`src/sv/raf_pkg.sv`:
```
// Shared constants, types and state encoding of the running average filter.
package raf_pkg;

    localparam int MAX_WINDOW   = 32;
    localparam int SAMPLE_BITS  = 32;
    localparam int WIN_BITS     = 6;
    localparam int POS_BITS     = $clog2(MAX_WINDOW);
    localparam int SUM_BITS     = SAMPLE_BITS + POS_BITS;
    localparam int DIV_STEPS    = SUM_BITS;
    localparam int CNT_BITS     = $clog2(DIV_STEPS + 1);
    localparam logic [WIN_BITS-1:0] WINDOW_RESET = WIN_BITS'(20);
    localparam logic [WIN_BITS-1:0] WINDOW_MAX   = WIN_BITS'(MAX_WINDOW);

    typedef enum logic [2:0] {
        ST_IDLE,
        ST_UPDATE,
        ST_SETUP,
        ST_DIVIDE,
        ST_FINISH
    } raf_state_t;

    typedef struct packed {
        logic clear;        // window write: drop all filter state
        logic load_sample;  // capture sample, read oldest entry
        logic update;       // replace oldest entry, update sum, position, count
        logic div_setup;    // load divider from sum and count
        logic div_step;     // one restoring division step
        logic load_out;     // register the signed quotient
    } raf_cmd_t;

    typedef struct packed {
        logic div_last;     // current step is the final one
    } raf_status_t;

endpackage

```
`src/sv/raf_datapath.sv`:
```
// Datapath: sample ring, running sum, fill count, serial divider and result register.
module raf_datapath
    import raf_pkg::*;
(
    input  logic                          aclk,
    input  logic                          aresetn,
    input  raf_cmd_t                      cmd,
    output raf_status_t                   status,
    input  logic [WIN_BITS-1:0]           cfg_window_size,
    input  logic signed [SAMPLE_BITS-1:0] s_sample,
    output logic signed [SAMPLE_BITS-1:0] m_average
);

    localparam int EXT_BITS = SUM_BITS - SAMPLE_BITS;

    logic [SAMPLE_BITS-1:0] store_mem [MAX_WINDOW];
    logic [MAX_WINDOW-1:0]  valid_reg, valid_next;

    logic [WIN_BITS-1:0]    window_reg, window_next;
    logic [POS_BITS-1:0]    pos_reg, pos_next;
    logic [WIN_BITS-1:0]    fill_reg, fill_next;
    logic [SUM_BITS-1:0]    sum_reg, sum_next;

    logic [SAMPLE_BITS-1:0] sample_reg;
    logic [SAMPLE_BITS-1:0] old_data_reg;
    logic                   old_valid_reg;

    logic [SUM_BITS-1:0]    quo_reg, quo_next;
    logic [WIN_BITS-1:0]    rem_reg, rem_next;
    logic [CNT_BITS-1:0]    cnt_reg, cnt_next;
    logic                   neg_reg, neg_next;
    logic [SAMPLE_BITS-1:0] avg_reg;

    logic [SAMPLE_BITS-1:0] old_value;
    logic [WIN_BITS-1:0]    pos_inc;
    logic [WIN_BITS-1:0]    window_clamped;
    logic [WIN_BITS:0]      trial;
    logic                   trial_ge;
    logic [SUM_BITS-1:0]    quo_signed;

    always_comb begin
        window_clamped = cfg_window_size;
        if (cfg_window_size == '0) begin
            window_clamped = WIN_BITS'(1);
        end else if (cfg_window_size > WINDOW_MAX) begin
            window_clamped = WINDOW_MAX;
        end
    end

    assign old_value = old_valid_reg ? old_data_reg : '0;
    assign pos_inc   = {1'b0, pos_reg} + WIN_BITS'(1);

    always_comb begin
        window_next = window_reg;
        valid_next  = valid_reg;
        pos_next    = pos_reg;
        fill_next   = fill_reg;
        sum_next    = sum_reg;
        if (cmd.clear) begin
            window_next = window_clamped;
            valid_next  = '0;
            pos_next    = '0;
            fill_next   = '0;
            sum_next    = '0;
        end else if (cmd.update) begin
            valid_next[pos_reg] = 1'b1;
            sum_next = sum_reg
                     - {{EXT_BITS{old_value[SAMPLE_BITS-1]}}, old_value}
                     + {{EXT_BITS{sample_reg[SAMPLE_BITS-1]}}, sample_reg};
            pos_next = (pos_inc >= window_reg) ? '0 : pos_inc[POS_BITS-1:0];
            if (fill_reg < window_reg) begin
                fill_next = fill_reg + WIN_BITS'(1);
            end
        end
    end

    // Restoring divider: magnitude of the sum by the fill count, one bit a cycle.
    assign trial    = {rem_reg, quo_reg[SUM_BITS-1]};
    assign trial_ge = trial >= {1'b0, fill_reg};

    always_comb begin
        quo_next = quo_reg;
        rem_next = rem_reg;
        cnt_next = cnt_reg;
        neg_next = neg_reg;
        if (cmd.div_setup) begin
            neg_next = sum_reg[SUM_BITS-1];
            quo_next = sum_reg[SUM_BITS-1] ? (~sum_reg + SUM_BITS'(1)) : sum_reg;
            rem_next = '0;
            cnt_next = CNT_BITS'(DIV_STEPS);
        end else if (cmd.div_step) begin
            if (trial_ge) begin
                rem_next = WIN_BITS'(trial - {1'b0, fill_reg});
            end else begin
                rem_next = trial[WIN_BITS-1:0];
            end
            quo_next = {quo_reg[SUM_BITS-2:0], trial_ge};
            cnt_next = cnt_reg - CNT_BITS'(1);
        end
    end

    assign quo_signed      = neg_reg ? (~quo_reg + SUM_BITS'(1)) : quo_reg;
    assign status.div_last = (cnt_reg == CNT_BITS'(1));

    always_ff @(posedge aclk) begin
        if (!aresetn) begin
            window_reg <= WINDOW_RESET;
            valid_reg  <= '0;
            pos_reg    <= '0;
            fill_reg   <= '0;
            sum_reg    <= '0;
            cnt_reg    <= '0;
        end else begin
            window_reg <= window_next;
            valid_reg  <= valid_next;
            pos_reg    <= pos_next;
            fill_reg   <= fill_next;
            sum_reg    <= sum_next;
            cnt_reg    <= cnt_next;
        end
    end

    always_ff @(posedge aclk) begin
        quo_reg <= quo_next;
        rem_reg <= rem_next;
        neg_reg <= neg_next;
        if (cmd.load_sample) begin
            sample_reg    <= s_sample;
            old_data_reg  <= store_mem[pos_reg];
            old_valid_reg <= valid_reg[pos_reg];
        end
        if (cmd.update) begin
            store_mem[pos_reg] <= sample_reg;
        end
        if (cmd.load_out) begin
            avg_reg <= quo_signed[SAMPLE_BITS-1:0];
        end
    end

    assign m_average = avg_reg;

endmodule

```
`src/sv/raf_controller.sv`:
```
// Controller: sequences one sample through update, division and result hand-off.
module raf_controller
    import raf_pkg::*;
(
    input  logic        aclk,
    input  logic        aresetn,
    input  logic        s_valid,
    output logic        s_ready,
    output logic        m_valid,
    input  logic        m_ready,
    input  logic        cfg_valid,
    output logic        cfg_ready,
    input  raf_status_t status,
    output raf_cmd_t    cmd
);

    raf_state_t state_reg, state_next;
    logic       out_full_reg, out_full_next;

    always_ff @(posedge aclk) begin
        if (!aresetn) begin
            state_reg    <= ST_IDLE;
            out_full_reg <= 1'b0;
        end else begin
            state_reg    <= state_next;
            out_full_reg <= out_full_next;
        end
    end

    always_comb begin
        state_next = state_reg;
        cmd        = '0;
        s_ready    = 1'b0;
        cfg_ready  = 1'b0;
        case (state_reg)
            ST_IDLE: begin
                cfg_ready = 1'b1;
                s_ready   = !cfg_valid;
                if (cfg_valid) begin
                    cmd.clear = 1'b1;
                end else if (s_valid) begin
                    cmd.load_sample = 1'b1;
                    state_next      = ST_UPDATE;
                end
            end
            ST_UPDATE: begin
                cmd.update = 1'b1;
                state_next = ST_SETUP;
            end
            ST_SETUP: begin
                cmd.div_setup = 1'b1;
                state_next    = ST_DIVIDE;
            end
            ST_DIVIDE: begin
                cmd.div_step = 1'b1;
                if (status.div_last) begin
                    state_next = ST_FINISH;
                end
            end
            ST_FINISH: begin
                // hold until the result register is free
                if (!out_full_reg || m_ready) begin
                    cmd.load_out = 1'b1;
                    state_next   = ST_IDLE;
                end
            end
            default: begin
                state_next = ST_IDLE;
            end
        endcase
    end

    always_comb begin
        out_full_next = out_full_reg;
        if (cmd.load_out) begin
            out_full_next = 1'b1;
        end else if (m_ready) begin
            out_full_next = 1'b0;
        end
    end

    assign m_valid = out_full_reg;

endmodule

```
`src/sv/running_average_filter.sv`:
```
// Top level of the running average filter: controller and datapath.
//
//  channel   direction  handshake              payload
//  s_        in         s_valid / s_ready      s_sample        (32 bits signed)
//  m_        out        m_valid / m_ready      m_average       (32 bits signed)
//  cfg_      in         cfg_valid / cfg_ready  cfg_window_size (6 bits unsigned)
//
// Each sample transaction runs from its accept to the earliest next accept through these steps:
// an accept that reads the oldest ring entry, an update of the ring and sum, a
// divider setup, 37 restoring division steps and a load of the result.
// The 37 steps come from the serial divider, one quotient bit per cycle.
// The result register parts the two sides: a finished result may wait on m_ready
// while the next sample is accepted; only a further result stalls behind it.
// Reset and any window write clear the ring (per-entry valid bits, at once), the
// position, the fill count and the sum; no clearing pass is needed.
module running_average_filter
    import raf_pkg::*;
(
    input  logic                          aclk,
    input  logic                          aresetn,
    input  logic                          s_valid,
    output logic                          s_ready,
    input  logic signed [SAMPLE_BITS-1:0] s_sample,
    output logic                          m_valid,
    input  logic                          m_ready,
    output logic signed [SAMPLE_BITS-1:0] m_average,
    input  logic                          cfg_valid,
    output logic                          cfg_ready,
    input  logic [WIN_BITS-1:0]           cfg_window_size
);

    raf_cmd_t    cmd;
    raf_status_t status;

    // Sequence each transaction and own the output valid flag.
    raf_controller u_ctrl (
        .aclk      (aclk),
        .aresetn   (aresetn),
        .s_valid   (s_valid),
        .s_ready   (s_ready),
        .m_valid   (m_valid),
        .m_ready   (m_ready),
        .cfg_valid (cfg_valid),
        .cfg_ready (cfg_ready),
        .status    (status),
        .cmd       (cmd)
    );

    // Hold the ring, sum, count, divider and result register.
    raf_datapath u_dp (
        .aclk            (aclk),
        .aresetn         (aresetn),
        .cmd             (cmd),
        .status          (status),
        .cfg_window_size (cfg_window_size),
        .s_sample        (s_sample),
        .m_average       (m_average)
    );

endmodule

```
`config.mk`:
```
export PLATFORM = sky130hd
export DESIGN_NAME = running_average_filter
export DESIGN_NICKNAME = d
export VERILOG_FILES = /design/src/sv/raf_pkg.sv /design/src/sv/raf_datapath.sv /design/src/sv/raf_controller.sv /design/src/sv/running_average_filter.sv
export SDC_FILE = /design/constraint.sdc
export NUM_CORES = 2
export LEC_CHECK = 0
export ABC_AREA = 1
export BUFFER_PORTS_ARGS = -buffer_cell sky130_fd_sc_hd__buf_2
export CAP_MARGIN = 30
export CORE_MARGIN = 2
export CORE_UTILIZATION = 30
export DETAILED_ROUTE_END_ITERATION = 10
export SLEW_MARGIN = 15
export SYNTH_ARGS = -nofsm -noshare
export SYNTH_HDL_FRONTEND = slang
export SYNTH_SLANG_ARGS = --single-unit
```
`constraint.sdc`:
```
create_clock -name aclk -period 9.7 [get_ports aclk]
set_clock_uncertainty 0.2 [all_clocks]
set_input_delay 0.97 -clock aclk [delete_from_list [all_inputs] [get_ports aclk]]
set_output_delay 0.97 -clock aclk [all_outputs]
set_load 0.02 [all_outputs]
```
==> metrics.json <==
{
  "final_hold_viol_count": {"value": 0},
  "route.antenna.remaining_nets": {"value": 0},
  "hold_class": {"value": "primary input to register"},
  "worst_setup_path_end_kind": {"value": "register"},
  "clk_pin_slew_worst_paths": {"value": 60, "unit": "ps"},
  "detailedRoute.firstPassIterationCount": {"value": 5},
  "layout_min_cycle_time": {"value": 4548, "unit": "ps"},
  "yosys_register_bits": {"value": 1261},
  "nets": {"value": 5012},
  "drc": {"value": 0},
  "p_switching": {"value": 3.719, "unit": "mW"},
  "post-route-period-util": {"value": 0.4689},
  "final.setup.tns": {"value": 0, "unit": "ps"},
  "unrepaired_setup_endpoints_after_global_routing": {"value": "no"},
  "syn-cell-area": {"value": 0.05437, "unit": "mm²"},
  "postSynthNetCount": {"value": 4951},
  "yosysTopAreaCell": {"value": "sky130_fd_sc_hd__edfxtp_1"},
  "postCtsResizedCells": {"value": 0},
  "drt-total-wl": {"value": 154200, "unit": "µm"},
  "post-synth-top-count-cell": {"value": "sky130_fd_sc_hd__edfxtp_1"},
  "outcome": {"value": "complete, no violations"},
  "top_cell_type_s_share_of_synthesized_area": {"value": 0.6401},
  "number_of_synthesized_flops_with_an_enable_pin": {"value": 1159},
  "layout.area.seq": {"value": 0.03685, "unit": "mm²"},
  "vias": {"value": 37060},
  "number_of_warnings_reported_in_the_yosys_synthesis_log": {"value": 0},
  "numCtsBuffers": {"value": 121},
  "first_iter_violations": {"value": 4254},
  "layout.filler_cells": {"value": 17800},
  "ys_types": {"value": 45},
  "cp-start-kind": {"value": "register"},
  "multi_input_comb_area": {"value": 0.01511, "unit": "mm²"},
  "timing.critical_path.arrival": {"value": 4790, "unit": "ps"},
  "starting_density": {"value": 0.3015},
  "cts_setup_buffers": {"value": 0},
  "io-pin-count": {"value": 78},
  "viasPerCell": {"value": 5.046},
  "clockRootBuffer": {"value": "sky130_fd_sc_hd__clkbuf_16"},
  "ys_seq_area_frac": {"value": 0.6777},
  "cts-htree-levels": {"value": 3},
  "postSynthAreaPerCell": {"value": 11.31, "unit": "µm²"},
  "gp_congestion": {"value": 0.8752},
  "floorplan.die_area": {"value": 0.1847, "unit": "mm²"},
  "port_buffers": {"value": 77},
  "core_area": {"value": 0.1804, "unit": "mm²"},
  "grt_first_pass_wirelength": {"value": 227500, "unit": "µm"},
  "yosys.area_share.adder": {"value": 0.02835},
  "synth_compound_gate_area_share": {"value": 0.1135},
  "globalRouteTotalUtil": {"value": 0.1625},
  "worst_ep_required_time": {"value": 9940, "unit": "ps"},
  "area_delta_synth_final": {"value": 13.67, "unit": "%"},
  "postSynthCellCount": {"value": 4807},
  "yosys.area_share.simple": {"value": 0.1188},
  "worstPathMaxFanout": {"value": 191},
  "ff2ff_path_depth": {"value": 6},
  "synth_top_family_by_area": {"value": "simple AND/OR/NAND/NOR gates"},
  "power.density": {"value": 211.4, "unit": "mW/mm²"},
  "synth.area.mux_share": {"value": 0},
  "top_post_synthesis_cells_by_area": {"value": "sky130_fd_sc_hd__edfxtp_1, sky130_fd_sc_hd__nor2_1, sky130_fd_sc_hd__o21ai_0, sky130_fd_sc_hd__nand2_1, sky130_fd_sc_hd__dfxtp_1"},
  "number_of_antenna_violations_at_the_first_check_in_global_routing": {"value": 5},
  "detailedPlacementHpwl": {"value": 90490, "unit": "µm"},
  "switching_share": {"value": 0.2847},
  "via_count_of_the_first_global_routing_pass": {"value": 34620},
  "avgRoutedWirePerCell": {"value": 20.99, "unit": "µm"},
  "drv_slew": {"value": 0},
  "synth.cells.most_frequent": {"value": "sky130_fd_sc_hd__edfxtp_1, sky130_fd_sc_hd__nor2_1, sky130_fd_sc_hd__o21ai_0"},
  "fmaxAchievable": {"value": 0.2199, "unit": "GHz"},
  "vdd_drop_max": {"value": 0.1739, "unit": "mV"},
  "dpl_cell_area": {"value": 0.05783, "unit": "mm²"},
  "grt.overflow.total": {"value": 0},
  "num_antenna_cells": {"value": 0},
  "cts_tree": {"value": "built"},
  "largest_register_ff_count": {"value": 1024},
  "width_of_the_die": {"value": 429.7, "unit": "µm"},
  "max-clock-path-buffers": {"value": 3},
  "setup_viol": {"value": 0},
  "yosys.area_share.xor_xnor": {"value": 0.01144},
  "cap_viol_max_count": {"value": 0},
  "placement_rows": {"value": 156},
  "clkSinkCount": {"value": 1261},
  "crit_type": {"value": "register to register"},
  "clk_latency": {"value": 800, "unit": "ps"},
  "cts_hold_buffers": {"value": 0},
  "power.internal": {"value": 9.345, "unit": "mW"},
  "hold_depth": {"value": 1},
  "tightestPinTransition": {"value": 974.5, "unit": "ps"},
  "drive_above_1_share": {"value": 0.08323},
  "async_reset_ff_frac": {"value": 0},
  "timing.slew.headroom": {"value": 0.3503},
  "postLayoutCoreUtil": {"value": 0.3427},
  "dominantRegCellSynth": {"value": "sky130_fd_sc_hd__edfxtp_1"},
  "finish.instance_area": {"value": 0.06181, "unit": "mm²"},
  "pin_count_of_the_biggest_net_entering_global_routing": {"value": 195},
  "share_comb_of_total_power": {"value": 0.164},
  "chipHeight": {"value": 429.7, "unit": "µm"},
  "clkPwrFrac": {"value": 0.360},
  "leakage_power_of_the_design": {"value": 22.21, "unit": "nW"},
  "seq_power_share": {"value": 0.477}
}
[layer usage]
layer	part of all wire	up-vias	global-route usage
met3	0.084	217	0.02494
li1	-	17050	-
met4	0.024	2	0.04133
met2	0.45	1599	0.2525
met1	0.44	18200	0.2365
met5	0.000065	-	0
[layout by cell type (no fill, tap or decap), types with 62 or more instances in the layout]
cell and instances:
sky130_fd_sc_hd__o21ai_0 597, sky130_fd_sc_hd__o22ai_1 266, sky130_fd_sc_hd__buf_4 88, sky130_fd_sc_hd__nor2_1 762, sky130_fd_sc_hd__edfxtp_1 1159, sky130_fd_sc_hd__nand3_1 106
sky130_fd_sc_hd__buf_2 77, sky130_fd_sc_hd__dfxtp_1 100, sky130_fd_sc_hd__nand2_1 595, sky130_fd_sc_hd__clkbuf_16 123, sky130_fd_sc_hd__ha_1 64, sky130_fd_sc_hd__xor2_1 62
sky130_fd_sc_hd__a21oi_1 108, sky130_fd_sc_hd__inv_1 414
[path summary, 6_finish.rpt]
check                                     start                endpoint  slack, ps
worst min register to register  u_dp.sum_reg[1]         u_dp.sum_reg[1]        270
worst max-delay path            u_dp.pos_reg[1]  u_dp.store_mem[25][11]       5150
worst min-delay path               s_sample[31]     u_dp.sample_reg[31]        160
worst max register to register  u_dp.pos_reg[1]  u_dp.store_mem[25][11]       5150
[critical path, cell delays in order (launching register included)]
cell,delay [ps]
sky130_fd_sc_hd__dfxtp_4,580
sky130_fd_sc_hd__inv_6,570
sky130_fd_sc_hd__buf_12,740
sky130_fd_sc_hd__ha_1,280
sky130_fd_sc_hd__nand2_1,480
sky130_fd_sc_hd__nor2_4,780
sky130_fd_sc_hd__buf_4,490
[power by group through the flow]
stage          clock network, mW  logic, mW  registers (mW)
2_1_floorplan                  0       1.46            6.34
3_3_place_gp                   0       2.09            6.34
3_5_place_dp                   0       2.12            6.34
4_1_cts                     4.78       2.13            6.23
5_1_grt                     4.98       2.41            6.24
6_report                    4.70       2.14            6.22
[layout make-up]
| type | instances | share of cell area |
|---|---|---|
| flip-flops and latches | 1261 | 0.5963 |
| multi-input cells | 2881 | 0.2445 |
| clock buffers | 168 | 0.05432 |
| well taps | 2370 | 0.04798 |
| inverters | 426 | 0.02622 |
| repair buffers | 177 | 0.02126 |
| clock inverters | 61 | 0.009495 |
[metrics by stage]
stage                     total power [mW]  hold WS, ps  worst slack (ps)  cells
after floorplan                      7.804        206.4              3429   4807
after global placement               8.430        244.0              5147   7105
after detailed placement             8.460        253.7              5115   7113
after CTS                            13.13        102.9              5168   7342
after global routing                 13.63        120.0              4999   7344
final                                13.06        157.1              5152   7344
[logic make-up after synthesis]
family,count (synthesis)
xor gates and xnor gates,71
and+or+nand+nor,1613
adders and majority gates,101
buffers and inverters,665
DFF,1261
AOI/OAI and AO/OA,1096
Note: power is estimated with default switching activity, not from simulation.
